[config.mk]
export PLATFORM = sky130hd
export DESIGN_NAME = ile_cell
export DESIGN_NICKNAME = d
export VERILOG_FILES = /design/src/hw/rtl/indexed_list_engine_top_assert.svh /design/src/hw/rtl/ile_pkg.sv /design/src/hw/rtl/ile_cell.sv
export SDC_FILE = /design/constraint.sdc
export NUM_CORES = 1
export LEC_CHECK = 0
export BUFFER_PORTS_ARGS = -buffer_cell sky130_fd_sc_hd__buf_2
export CAP_MARGIN = 20
export CORE_ASPECT_RATIO = 0.7
export CORE_MARGIN = 2
export CORE_UTILIZATION = 42
export CTS_CLUSTER_SIZE = 40
export DETAILED_ROUTE_END_ITERATION = 12
export PLACE_DENSITY = 0.9
export SLEW_MARGIN = 20
export SYNTH_ARGS = -nofsm -noshare
export SYNTH_HDL_FRONTEND = slang
export SYNTH_SLANG_ARGS = --single-unit
[constraint.sdc]
create_clock -name clk_i -period 3.1 [get_ports clk_i]
set_input_delay 0.31 -clock clk_i [delete_from_list [all_inputs] [get_ports clk_i]]
set_output_delay 0.31 -clock clk_i [all_outputs]
set_load 0.02 [all_outputs]
[src/hw/rtl/indexed_list_engine_top_assert.svh]
// assertion helpers used by the list engine top module
`ifndef INDEXED_LIST_ENGINE_TOP_ASSERT_SVH
`define INDEXED_LIST_ENGINE_TOP_ASSERT_SVH

// property that must hold at every clock edge out of reset
`define ILE_CHECK(lbl, prop, msg) \
  lbl: assert property (@(posedge clk_i) disable iff (!rst_ni) (prop)) else $error(msg);

// condition in one cycle implies a property in the next cycle
`define ILE_NEXT(lbl, ante, cons, msg) \
  lbl: assert property (@(posedge clk_i) disable iff (!rst_ni) (ante) |=> (cons)) \
    else $error(msg);

`endif

[src/hw/rtl/ile_pkg.sv]
package ile_pkg;

  localparam int CAPACITY = 32;
  localparam int DATA_W   = 32;
  localparam int OP_W     = 3;
  localparam int POS_W    = 6;
  localparam int ST_W     = 2;
  localparam int CNT_W    = $clog2(CAPACITY + 1);
  localparam int CMP_W    = (CNT_W > POS_W) ? CNT_W : POS_W;
  localparam int LEVELS   = $clog2(CAPACITY);
  localparam int LEAVES   = 1 << LEVELS;
  localparam int WAIT_W   = $clog2(LEVELS) + 1;

  localparam logic [DATA_W-1:0] MAX_NEUTRAL = {1'b1, {(DATA_W-1){1'b0}}};

  typedef logic [DATA_W-1:0] data_t;
  typedef logic [CMP_W-1:0]  cmp_t;

  typedef enum logic [OP_W-1:0] {
    OP_APPEND = 3'd0,
    OP_INSERT = 3'd1,
    OP_DELETE = 3'd2,
    OP_SUM    = 3'd3,
    OP_SUFMAX = 3'd4
  } op_e;

  typedef enum logic [ST_W-1:0] {
    ST_OK    = 2'd0,
    ST_RANGE = 2'd1,
    ST_FULL  = 2'd2
  } st_e;

  // what the cells present to the reduction tree
  typedef enum logic [1:0] {
    RED_SUM  = 2'd0,
    RED_MAX  = 2'd1,
    RED_PICK = 2'd2
  } red_e;

  typedef enum logic [1:0] {
    S_IDLE = 2'd0,
    S_EXEC = 2'd1,
    S_WAIT = 2'd2
  } fsm_e;

  // broadcast from the controller to every cell
  typedef struct packed {
    logic  ins;
    logic  del;
    red_e  red;
    cmp_t  pos;
    cmp_t  cnt;
    data_t value;
  } cell_ctrl_t;

  function automatic data_t neutral(red_e red);
    data_t n;
    n = (red == RED_MAX) ? MAX_NEUTRAL : '0;
    return n;
  endfunction

  function automatic data_t combine(red_e red, data_t a, data_t b);
    data_t r;
    if (red == RED_MAX) begin
      r = ($signed(a) >= $signed(b)) ? a : b;
    end else begin
      r = a + b;
    end
    return r;
  endfunction

endpackage

[src/hw/rtl/ile_cell.sv]
module ile_cell (
  input  logic                clk_i,
  input  ile_pkg::cell_ctrl_t ctrl_i,
  input  ile_pkg::cmp_t       idx_i,
  input  ile_pkg::data_t      left_i,
  input  ile_pkg::data_t      right_i,
  output ile_pkg::data_t      data_o,
  output ile_pkg::data_t      leaf_o
);

  ile_pkg::data_t data_q;

  always_ff @(posedge clk_i) begin
    if (ctrl_i.ins) begin
      // open a gap at pos, everything behind it moves one cell up
      if (idx_i > ctrl_i.pos) begin
        data_q <= left_i;
      end else if (idx_i == ctrl_i.pos) begin
        data_q <= ctrl_i.value;
      end
    end else if (ctrl_i.del) begin
      if (idx_i >= ctrl_i.pos) begin
        data_q <= right_i;
      end
    end
  end

  always_comb begin
    case (ctrl_i.red)
      ile_pkg::RED_SUM: begin
        leaf_o = (idx_i < ctrl_i.cnt) ? data_q : '0;
      end
      ile_pkg::RED_MAX: begin
        leaf_o = (idx_i >= ctrl_i.pos && idx_i < ctrl_i.cnt) ? data_q
                                                               : ile_pkg::MAX_NEUTRAL;
      end
      ile_pkg::RED_PICK: begin
        leaf_o = (idx_i == ctrl_i.pos) ? data_q : '0;
      end
      default: begin
        leaf_o = '0;
      end
    endcase
  end

  assign data_o = data_q;

endmodule

Word level (Yosys, flattened, before mapping)
Cells that the tools add are included.
W data, S select, Z words.

operators by class
  magnitude comparators = 3
  eq/ne operators = 4
  muxes and demuxes = 9
  reductions and logical operators = 5

operator list
  cell                  number
  $mux W32              8
  $pmux W32 S3          1
  $eq A6 B6 Y1          1
  $ge A6 B6 Y1          1
  $gt A6 B6 Y1          1
  $lt A6 B6 Y1          1
  $reduce_bool A2 Y1    2
  $ne A3 B1 Y1 const B  1
  $reduce_and A3 Y1     1
  $eq A2 B1 Y1 const B  1
  $eq A2 B2 Y1 const B  1
  $logic_not A2 Y1      1
  $logic_and A1 B1 Y1   1

word-level totals
  register bits = 32
  output and inout port bits = 64

Longest topological paths before layout
  depth in word-level cells = 4
  gate-level depth with buffers = 9
  gate-level depth less buffers = 7

Worst setup path before layout
OpenSTA, ideal clock, no wires.

  path type = input -> register
  from = input port ctrl_i[43] (netlist name)
  to = register data_q[0], in the netlist data_o[0] (enable)
  setup time = 0.421 ns
  arrival time = 2.349 ns
  path slack = 0.330 ns
  stages on the path = 5
  cells stage by stage = inv_1 -> ha_1 -> and4_1 -> a21oi_1 -> nor2_1

on the way
  longest elaborated chain between the ends = 3
  elaborated cells between the ends (all ways) = 6

RTL lines
  element                                                              RTL line        RTL
  start: declaration                                                   ile_cell.sv:3   input ile_pkg::cell_ctrl_t ctrl_i,
  $gt A6 B6 Y1, or another cell as far along                           ile_cell.sv:16  if (idx_i > ctrl_i.pos) begin
  $ne A3 B1 Y1 (no source line) or $reduce_bool A2 Y1 (tied branches)  -
  $reduce_and A3 Y1 (no source line) (*)                               -
  end signal: assignment                                               ile_cell.sv:17  data_q <= left_i;
  end signal: assignment                                               ile_cell.sv:19  data_q <= ctrl_i.value;
  end signal: assignment                                               ile_cell.sv:23  data_q <= right_i;
  end: declaration                                                     ile_cell.sv:11  ile_pkg::data_t data_q;

Every way passes the cells marked *; elsewhere a longest branch is shown, timed or not.
A chain may end at the register's enable or synchronous reset.

Worst setup path in the final report
  from = input port idx_i[5]
  to = output port leaf_o[21]

on the way
  longest elaborated chain between the ends = 4
  elaborated cells between the ends (all ways) = 8

RTL lines
  element                                       RTL line                        RTL
  start: declaration                            ile_cell.sv:4                   input ile_pkg::cmp_t idx_i,
  $ge A6 B6 Y1 or $lt A6 B6 Y1 (tied branches)  ile_cell.sv:34, ile_cell.sv:31
  $logic_and A1 B1 Y1                           ile_cell.sv:34                  leaf_o = (idx_i >= ctrl_i.pos && idx_i < ctrl_i.cnt) ? data_q
  $mux W32                                      ile_cell.sv:34
  $pmux W32 S3 (*)                              ile_cell.sv:29                  case (ctrl_i.red)
  end: declaration                              ile_cell.sv:8                   output ile_pkg::data_t leaf_o

Marked as above.

==> results.sh <==
export IMPL_outcome="finished, final reports clean"
export IMPL_globalRoute_totalOverflow=0
export IMPL_unrepaired_setup_endpoints_after_global_routing="no"
export IMPL_flow_area_growth_from_synthesis_pct=39.6
export IMPL_first_pass_grt_wire_length_um=11700
export IMPL_grt_max_degree=97
export IMPL_core_area_um2=6160
export IMPL_fillers=555
export IMPL_startpoint_type_of_the_worst_setup_path="primary input"
export IMPL_timing_final_crit_share_pct=87.4
export IMPL_powerDensity_nw_per_um2=419
export IMPL_std_cell_rows=24
export IMPL_cts_root_buf="sky130_fd_sc_hd__clkbuf_8"
export IMPL_post_synth_instance_area_um2=2650
export IMPL_worst_pin_slew_ps=903
export IMPL_largest_reg_flops=32
export IMPL_first_pass_iters=5
export IMPL_finalHoldWorstSlack_ps=414
export IMPL_hold_path_depth=3
export IMPL_peakVddDrop_mv=0.265
export IMPL_synthesis_nets=432
export IMPL_cts_made_buffers=5
export IMPL_wl_um=7570
export IMPL_finalMaxSlewViolations=0
export IMPL_post_cts_setup_buffers=0
export IMPL_final_util_pct=60.2
export IMPL_post_synth_mux_area_share_pct=0
export IMPL_worst_setup_hold_path_clk_slew_ps=70
export IMPL_post_synth_inst_count=302
export IMPL_post_route_cells_drive_above_1_share_pct=42.5
export IMPL_detailed_place_hpwl_um=5850
export IMPL_number_of_distinct_library_cell_variants_in_the_gate_level_netlist_after_synthesis=24
export IMPL_max_clock_path_buffers=2
export IMPL_ant_nets=0
export IMPL_worstPathArrival_ps=2400
export IMPL_grt_total_usage_pct=20.7
export IMPL_number_of_setup_violations_in_the_final_report=0
export IMPL_drv_max_cap_violation_count=0
export IMPL_hold_violations=0
export IMPL_avg_inst_size_synth_um2=8.79
export IMPL_synth_top_area_cell="sky130_fd_sc_hd__edfxtp_1"
export IMPL_antenna_cells=0
export IMPL_drtIter0Drc=99
export IMPL_gp_congestion=0.828
export IMPL_dr_total_vias=2862
export IMPL_cts_tree="yes"
export IMPL_drc_errors=0
export IMPL_leakage_power_figure_nw=1.85
export IMPL_boundaryPins=183
export IMPL_synth_area_leaders="sky130_fd_sc_hd__edfxtp_1 (36%), sky130_fd_sc_hd__and4b_1 (12%), sky130_fd_sc_hd__nand2b_1 (8.3%), sky130_fd_sc_hd__o22ai_1 (7.5%), sky130_fd_sc_hd__and2_1 (7.3%)"
export IMPL_synth_seq_cells=32
export IMPL_fin_tns_setup_ps=0
export IMPL_timing_slew_headroom_pct=39.7
export IMPL_wl_per_cell_um=13.8
export IMPL_post_cts_resize_count=0
export IMPL_synth_top_area_share_pct=36.2
export IMPL_floorplan_initialDensity_pct=43.1
export IMPL_finalPower_mw=1.55
export IMPL_cts_hold_repair_buffers=0
export IMPL_max_freq_mhz=369
export IMPL_simple_gate_area_share_of_the_yosys_netlist_pct=40.9
export IMPL_hold_class="primary input to flop"
export IMPL_grt_pass1_vias=2630
export IMPL_die_w_um=99.0
export IMPL_yosys_area_share_xor_xnor_pct=0
export IMPL_type_of_element_capturing_the_critical_path="output port"
export IMPL_critical_path_required_time_ps=2790
export IMPL_synthAdderAreaFrac_pct=5.19
export IMPL_vias_per_cell=5.21
export IMPL_cp_max_fo=12
export IMPL_hold_path_end="data_o[28]$_DFFE_PP_"
export IMPL_synth_warn=0
export IMPL_io_buffers=182
export IMPL_fp_dieH_um=70.5
export IMPL_hold_start="right_i[28]"
export IMPL_cts_htree_levels=2
export IMPL_crit_type="primary input to output port"
export IMPL_clock_sinks=32
export IMPL_synth_top_family_by_area="simple AND/OR/NAND/NOR gates"
export IMPL_final_min_clock_period_ps=2710
export IMPL_seq_area_frac_synth_pct=36.2
export IMPL_fp_dieArea_um2=6980
export IMPL_grt_antenna_before_repair=0
export IMPL_synth_compound_gate_area_share_pct=11.3
export IMPL_design_final_nets=600
## synth_stat cells
cell type	instances
sky130_fd_sc_hd__nand2b_1	35
sky130_fd_sc_hd__nor2_1	34
sky130_fd_sc_hd__and4b_1	32
sky130_fd_sc_hd__edfxtp_1	32
sky130_fd_sc_hd__nor3_1	32
sky130_fd_sc_hd__o22ai_1	32
sky130_fd_sc_hd__and2_1	31
sky130_fd_sc_hd__clkbuf_1	23
sky130_fd_sc_hd__inv_1	12
sky130_fd_sc_hd__ha_1	11
sky130_fd_sc_hd__a21oi_1	5
sky130_fd_sc_hd__buf_6	3
sky130_fd_sc_hd__nor2b_1	3
sky130_fd_sc_hd__o211ai_1	3
sky130_fd_sc_hd__o21ai_0	3
sky130_fd_sc_hd__a21o_1	2
sky130_fd_sc_hd__nand3_1	2
sky130_fd_sc_hd__a22oi_4	1
sky130_fd_sc_hd__and4_1	1
sky130_fd_sc_hd__buf_2	1
sky130_fd_sc_hd__nand2_1	1
sky130_fd_sc_hd__nand4_1	1
sky130_fd_sc_hd__or3_1	1
sky130_fd_sc_hd__or3b_4	1
## stage by stage
step	cell area [µm²]	worst slack, ps	instances
floorplan	2650	330	302
global placement	3600	467	541
detailed placement	3600	370	541
CTS	3700	364	549
global route	3700	253	549
finish	3700	390	549
## cell families (layout without fill, tap and decap cells)
group	after synthesis	count (layout)
fa+ha+maj	11	11
buf+inv	39	208
simple gates	174	174
compound gates	46	46
flops	32	32
## power breakdown
| group | internal [mW] | switching (mW) |
|---|---|---|
| logic | 0.227 | 0.339 |
| registers | 0.568 | 0.0308 |
| clock network | 0.238 | 0.149 |
## layout make-up
class                      instances  area (µm²)  area share (%)
clock buffer                       6        72.6            1.96
clock inverter                     2        35.0           0.946
inverter                          12        45.0            1.22
multi-input combinational        231        1540            41.5
sequential                        32         961            25.9
tap                               78        97.6            2.63
timing repair buffer             188         956            25.8
## critical path: stages
cell and delay [ps]:
sky130_fd_sc_hd__buf_2 110, sky130_fd_sc_hd__ha_1 320, sky130_fd_sc_hd__and4_1 270, sky130_fd_sc_hd__nand3_2 100, sky130_fd_sc_hd__or3b_4 420, sky130_fd_sc_hd__a22oi_4 320
sky130_fd_sc_hd__buf_4 230, sky130_fd_sc_hd__and2_1 150, sky130_fd_sc_hd__buf_2 160
## metal layers
| layer | wire length [µm] | vias to the layer above | global-route usage (%) |
|---|---|---|---|
| met5 | 0 | - | 0 |
| met4 | 64 | 0 | 5.78 |
| met3 | 603 | 6 | 5.81 |
| met2 | 3860 | 110 | 38.1 |
| met1 | 3050 | 1305 | 23.4 |
| li1 | - | 1441 | - |
## worst max-delay path by stage
stage	startpoint	to	depth (start not counted)	slack [ps]
floorplan	ctrl_i[43]	data_o[0]$_DFFE_PP_	5	330
global placement	idx_i[5]	leaf_o[21]	9	470
detailed placement	idx_i[5]	leaf_o[21]	9	370
CTS	idx_i[5]	leaf_o[21]	9	360
global route	ctrl_i[43]	leaf_o[21]	10	250
finish	idx_i[5]	leaf_o[21]	9	390
## layout by cell type, fill, tap and decap left out, types with 2 or more instances in the layout
master,count
sky130_fd_sc_hd__clkbuf_8,5
sky130_fd_sc_hd__nor2_1,33
sky130_fd_sc_hd__buf_4,6
sky130_fd_sc_hd__buf_2,182
sky130_fd_sc_hd__nor2b_1,3
sky130_fd_sc_hd__nand2b_1,34
sky130_fd_sc_hd__a21oi_1,5
sky130_fd_sc_hd__inv_1,12
sky130_fd_sc_hd__and4b_1,32
sky130_fd_sc_hd__and2_1,31
sky130_fd_sc_hd__nor3_1,32
sky130_fd_sc_hd__o211ai_1,3
sky130_fd_sc_hd__ha_1,11
sky130_fd_sc_hd__a21o_1,2
sky130_fd_sc_hd__o22ai_1,32
sky130_fd_sc_hd__o21ai_0,3
sky130_fd_sc_hd__edfxtp_1,32
(Power assumes the default switching activity.)
